## config.mk

```make
export PLATFORM = sky130hd
export DESIGN_NAME = cc20_qr_stage
export DESIGN_NICKNAME = d
export VERILOG_FILES = /design/src/cc20_pkg.sv /design/src/cc20_qr_stage.sv
export SDC_FILE = /design/constraint.sdc
export NUM_CORES = 1
export LEC_CHECK = 0
export BUFFER_PORTS_ARGS = -buffer_cell sky130_fd_sc_hd__buf_4
export CAP_MARGIN = 20
export CORE_AREA = 2 2 430 432
export DETAILED_ROUTE_END_ITERATION = 7
export DIE_AREA = 0 0 432 434
export GPL_TIMING_DRIVEN = 0
export PLACE_DENSITY = 0.37
export SETUP_SLACK_MARGIN = 0.02
export SKIP_CTS_REPAIR_TIMING = 1
export SYNTH_ARGS = -nofsm -noshare
export SYNTH_HDL_FRONTEND = slang
export SYNTH_SLANG_ARGS = --single-unit
```

## constraint.sdc

```tcl
create_clock -name aclk -period 15.2 [get_ports aclk]
set_clock_uncertainty 0.2 [all_clocks]
set_input_delay 0.76 -clock aclk [delete_from_list [all_inputs] [get_ports aclk]]
set_output_delay 0.76 -clock aclk [all_outputs]
set_load 0.1 [all_outputs]
```

## src/cc20_pkg.sv

```systemverilog
`timescale 1ns / 1ps

package cc20_pkg;

    localparam int DOUBLE_ROUNDS_DEF = 10;
    localparam int WORDS = 16;
    localparam int CFG_INDEX_W = 3;
    localparam int CFG_DATA_W = 64;
    localparam int S_TDATA_W = 32;
    localparam int M_TDATA_W = 40;

    localparam logic [CFG_INDEX_W-1:0] CFG_KEY_01   = 3'd0;
    localparam logic [CFG_INDEX_W-1:0] CFG_KEY_23   = 3'd1;
    localparam logic [CFG_INDEX_W-1:0] CFG_KEY_45   = 3'd2;
    localparam logic [CFG_INDEX_W-1:0] CFG_KEY_67   = 3'd3;
    localparam logic [CFG_INDEX_W-1:0] CFG_NONCE_01 = 3'd4;
    localparam logic [CFG_INDEX_W-1:0] CFG_NONCE_2  = 3'd5;

    typedef logic [31:0] word_t;
    typedef logic [WORDS-1:0][31:0] state_t;
    typedef logic [3:0][63:0] key_t;

    typedef struct packed {
        word_t a;
        word_t b;
        word_t c;
        word_t d;
    } quad_t;

    localparam word_t SIGMA_0 = 32'h61707865;
    localparam word_t SIGMA_1 = 32'h3320646e;
    localparam word_t SIGMA_2 = 32'h79622d32;
    localparam word_t SIGMA_3 = 32'h6b206574;

    function automatic word_t rotl(input word_t v, input logic [4:0] n);
        logic [63:0] t;
        t = {v, v} << n;
        return t[63:32];
    endfunction

    // one half of a quarter round: two add, xor, rotate steps
    function automatic quad_t qr_half(input quad_t q, input logic second);
        quad_t r;
        r = q;
        r.a = r.a + r.b;
        r.d = rotl(r.d ^ r.a, second ? 5'd8 : 5'd16);
        r.c = r.c + r.d;
        r.b = rotl(r.b ^ r.c, second ? 5'd7 : 5'd12);
        return r;
    endfunction

    function automatic state_t init_state(input key_t key, input logic [63:0] nonce01,
                                          input word_t nonce2, input word_t ctr);
        state_t s;
        s[0] = SIGMA_0;
        s[1] = SIGMA_1;
        s[2] = SIGMA_2;
        s[3] = SIGMA_3;
        for (int i = 0; i < 4; i++) begin
            s[4 + 2 * i] = key[i][31:0];
            s[5 + 2 * i] = key[i][63:32];
        end
        s[12] = ctr;
        s[13] = nonce01[31:0];
        s[14] = nonce01[63:32];
        s[15] = nonce2;
        return s;
    endfunction

endpackage

```

## src/cc20_qr_stage.sv

```systemverilog
`timescale 1ns / 1ps

module cc20_qr_stage import cc20_pkg::*; #(
    parameter bit DIAG = 1'b0,
    parameter bit SECOND = 1'b0
) (
    input  logic   aclk,
    input  logic   aresetn,
    input  logic   in_valid,
    output logic   in_ready,
    input  state_t in_state,
    input  word_t  in_ctr,
    output logic   out_valid,
    input  logic   out_ready,
    output state_t out_state,
    output word_t  out_ctr
);

    logic   valid_reg;
    state_t state_reg;
    word_t  ctr_reg;
    state_t state_next;

    assign in_ready  = !valid_reg || out_ready;
    assign out_valid = valid_reg;
    assign out_state = state_reg;
    assign out_ctr   = ctr_reg;

    always_comb begin
        quad_t      q;
        logic [3:0] ib;
        logic [3:0] ic;
        logic [3:0] id;
        state_next = in_state;
        for (int i = 0; i < 4; i++) begin
            ib = 4'(4 + ((i + int'(DIAG)) & 3));
            ic = 4'(8 + ((i + 2 * int'(DIAG)) & 3));
            id = 4'(12 + ((i + 3 * int'(DIAG)) & 3));
            q.a = in_state[i];
            q.b = in_state[ib];
            q.c = in_state[ic];
            q.d = in_state[id];
            q = qr_half(q, SECOND);
            state_next[i]  = q.a;
            state_next[ib] = q.b;
            state_next[ic] = q.c;
            state_next[id] = q.d;
        end
    end

    always_ff @(posedge aclk) begin
        if (!aresetn) begin
            valid_reg <= 1'b0;
        end else if (in_ready) begin
            valid_reg <= in_valid;
        end
    end

    always_ff @(posedge aclk) begin
        if (in_ready && in_valid) begin
            state_reg <= state_next;
            ctr_reg   <= in_ctr;
        end
    end

endmodule

```

==> results.sh <==
export IMPL_grt_usage_pct=16.0
export IMPL_crit_type="input port to flip-flop"
export IMPL_avgSynthCellArea_um2=12.6
export IMPL_clk_pin_slew_ps=60
export IMPL_yosys_warnings=0
export IMPL_drive_gt1_share_pct=33.7
export IMPL_die_h_um=434
export IMPL_drcViolationCount=0
export IMPL_min_from="in_ctr[28]"
export IMPL_synth_area_leaders="edfxtp_1 52%, ha_1 9.9%, xor2_1 8.3%"
export IMPL_grt_pass1_wl_mm=208
export IMPL_setup_viol=0
export IMPL_gr_total_overflow=0
export IMPL_syn_num_nets=3289
export IMPL_hold_end="out_ctr[28]"
export IMPL_start_util_pct=17.2
export IMPL_synth_seq_cells=545
export IMPL_vdd_drop_max_uv=101
export IMPL_numCtsBuffers=74
export IMPL_rsz0062_at_grt="no"
export IMPL_slew_violations=0
export IMPL_max_freq_mhz=149
export IMPL_nets=4495
export IMPL_die_w_um=432
export IMPL_finalHoldViolCount=0
export IMPL_htree_levels=3
export IMPL_end_kind="flip-flop"
export IMPL_io_pins=1094
export IMPL_synthCells=2485
export IMPL_slew_headroom_pct=33.5
export IMPL_ys_seq_area_share_pct=52.2
export IMPL_antenna_found_initial=19
export IMPL_placed_cell_area_um2=42800
export IMPL_reg2reg_slack_ps=12280
export IMPL_required_ps=15430
export IMPL_crit_fanout=5
export IMPL_max_clock_path_buffers=3
export IMPL_synth_cell_types=89
export IMPL_vias=25425
export IMPL_hold_path_class="input port to flip-flop"
export IMPL_hold_depth=1
export IMPL_area_growth_pct=44.6
export IMPL_synth_largest_area_cell="edfxtp_1"
export IMPL_p_leak_nw=19.2
export IMPL_seq_area_um2=16400
export IMPL_async_flop_share_pct=0
export IMPL_r2r_start="out_valid"
export IMPL_timing_rr_end="out_state[53]"
export IMPL_fin_crit_ps=6700
export IMPL_cts_tree="yes"
export IMPL_viasPerCell=4.14
export IMPL_grt_max_degree=68
export IMPL_clock_latency_ps=690
export IMPL_drv_cap=0
export IMPL_tns_ps=0
export IMPL_worstMarginPinSlew_ps=984
export IMPL_crit_path_start_kind="input port"
export IMPL_ant_nets=0
export IMPL_wirelength_mm=157
export IMPL_final_area_um2=45300
export IMPL_slowest_delay_ps=590
export IMPL_firstDrtPassIters=5
export IMPL_layout_cells_non_filler=6137
export IMPL_wl_per_cell_um=25.6
export IMPL_total_power_mw=9.11
export IMPL_grt_pass1_vias=25133
export IMPL_cts_root_buffer_cell="clkbuf_16"
export IMPL_netlist_area_um2=31400
export IMPL_core_rowCount=157
export IMPL_drt_iter0_markers=1481
export IMPL_cp_cell_sequence="buf_4, ha_1, inv_1, fa_1, nor2b_1, o2111ai_1, a21boi_2, a211o_2, o211ai_1, a211oi_1, mux2i_1, a211oi_2, xor2_1, ha_1, a2111oi_0, o21ai_0, a31oi_1, o31a_1, o211ai_1, a21oi_1, xnor2_1, xor2_1"
export IMPL_hpwl_mm=135
export IMPL_dieArea_um2=187000
export IMPL_status="finished clean"
export IMPL_clock_sinks=545
export IMPL_gp_congestion=0.913
export IMPL_core_area_um2=182000
export IMPL_port_buffers=1093
export IMPL_period_share_pct=44.1
export IMPL_synth_top_area_share_pct=52.1
export IMPL_cp_arrival_ps=6930
export IMPL_hold_ws_ps=103
export IMPL_power_density_nw_per_um2=201
export IMPL_nFillCells=19481
export IMPL_synth_edff_count=544
export IMPL_rr_worst_depth=5
export IMPL_multi_input_area_um2=14600
export IMPL_ys_flop_type="edfxtp_1"
export IMPL_slowest_stage="a21oi_1"
export IMPL_dp_cells=5974
==> final cells by class <==
type,instances,share of cell area [%]
inverter,78,0.646
sequential,545,36.1
antenna,8,0.0441
clock buffer,92,4.37
multi-input combinational,1842,32.3
tap,2385,6.58
clock inverter,37,0.588
buffer,20,0.174
timing repair buffer,1130,19.2
==> flip-flops by register name (all words and copies together) (netlist names) <==
signal and count:
out_valid 1, out_state 512, out_ctr 32
==> Yosys cell counts, types with 9 or more instances <==
cell type and number:
o21a_1 39, o21bai_1 32, a31oi_1 19, and4_1 14
and3_1 18, nand3_1 36, o21ai_0 85, inv_1 78
a21o_1 138, a21oi_1 202, edfxtp_1 544, nand2b_1 29
ha_1 248, a211oi_1 18, a31o_2 10, xnor2_1 180
nand2_1 76, o211ai_1 19, xor2_1 298, xnor3_1 9
clkbuf_1 17, a2111oi_0 11, o21ai_1 26, nand4_1 20
nor3_1 26, nor2_1 104, nor2b_1 29
==> stage by stage <==
| stage | setup slack (ps) | util, % |
|---|---|---|
| floorplan | 139 | - |
| global placement | -7540 | 23.3 |
| detailed placement | 7420 | 23.5 |
| CTS | 8180 | 24.7 |
| global route | 7990 | 24.8 |
| finish | 8500 | 24.8 |
==> placed cells by master (no fill, tap or decap), types with 20 or more instances in the layout <==
cell type	count
o21ai_1	26
clkbuf_1	32
nor3_1	26
inv_1	78
nor2_1	104
nand2b_1	29
nor2b_1	29
a21oi_1	202
o21a_1	39
dlygate4sd3_1	26
nand2_1	76
nand4_1	20
xor2_1	298
o21ai_0	85
xnor2_1	180
edfxtp_1	544
clkbuf_16	77
nand3_1	36
o21bai_1	32
ha_1	248
a21o_1	138
buf_4	1095
==> how the worst max path moves through the flow <==
| stage | from | end | slack (ps) | depth (start not counted) |
|---|---|---|---|---|
| 2_1_floorplan | out_valid | out_ctr[0] | 140 | 2 |
| 3_3_place_gp | out_ready | out_state[57] | -7540 | 3 |
| 3_5_place_dp | in_state[97] | out_state[235] | 7420 | 21 |
| 4_1_cts | in_state[97] | out_state[235] | 8180 | 21 |
| 5_1_grt | in_state[224] | out_state[235] | 7990 | 22 |
| 6_report | in_state[224] | out_state[235] | 8500 | 22 |
==> worst max-delay path: cells and delay by family <==
family | cells | cell delay (ps)
buffers and inverters | 2 | 160
and+or+nand+nor | 1 | 200
muxes | 1 | 160
xor gates and xnor gates | 3 | 670
AOI/OAI and AO/OA | 12 | 4000
adders and majority gates | 3 | 950
==> per-layer routing <==
metal	wire [um]	share of wire (%)	up-vias	global-route usage, %
li1	-	-	11859	-
met1	65300	42	12598	19.8
met2	79500	51	828	28.0
met3	8910	5.7	138	3.50
met4	3630	2.3	2	4.33
met5	13	0.0083	-	0
==> report_power, final <==
group | internal (mW) | total, mW | switching (mW)
Sequential | 2.19 | 2.30 | 0.105
Combinational | 1.17 | 5.12 | 3.94
Clock | 0.971 | 1.70 | 0.724
==> logic make-up after synthesis <==
| kind of cell | count (synthesis) | synth area share, % |
|---|---|---|
| multiplexers | 1 | 0.0319 |
| flip-flops | 545 | 52.2 |
| AND/OR/NAND/NOR | 384 | 6.16 |
| adder cells (fa/ha/maj) | 256 | 10.4 |
| XOR/XNOR | 496 | 14.6 |
| buffers and inverters | 98 | 1.18 |
| AO/OA/AOI/OAI | 705 | 15.5 |
Power figures use the tool's default switching activity.
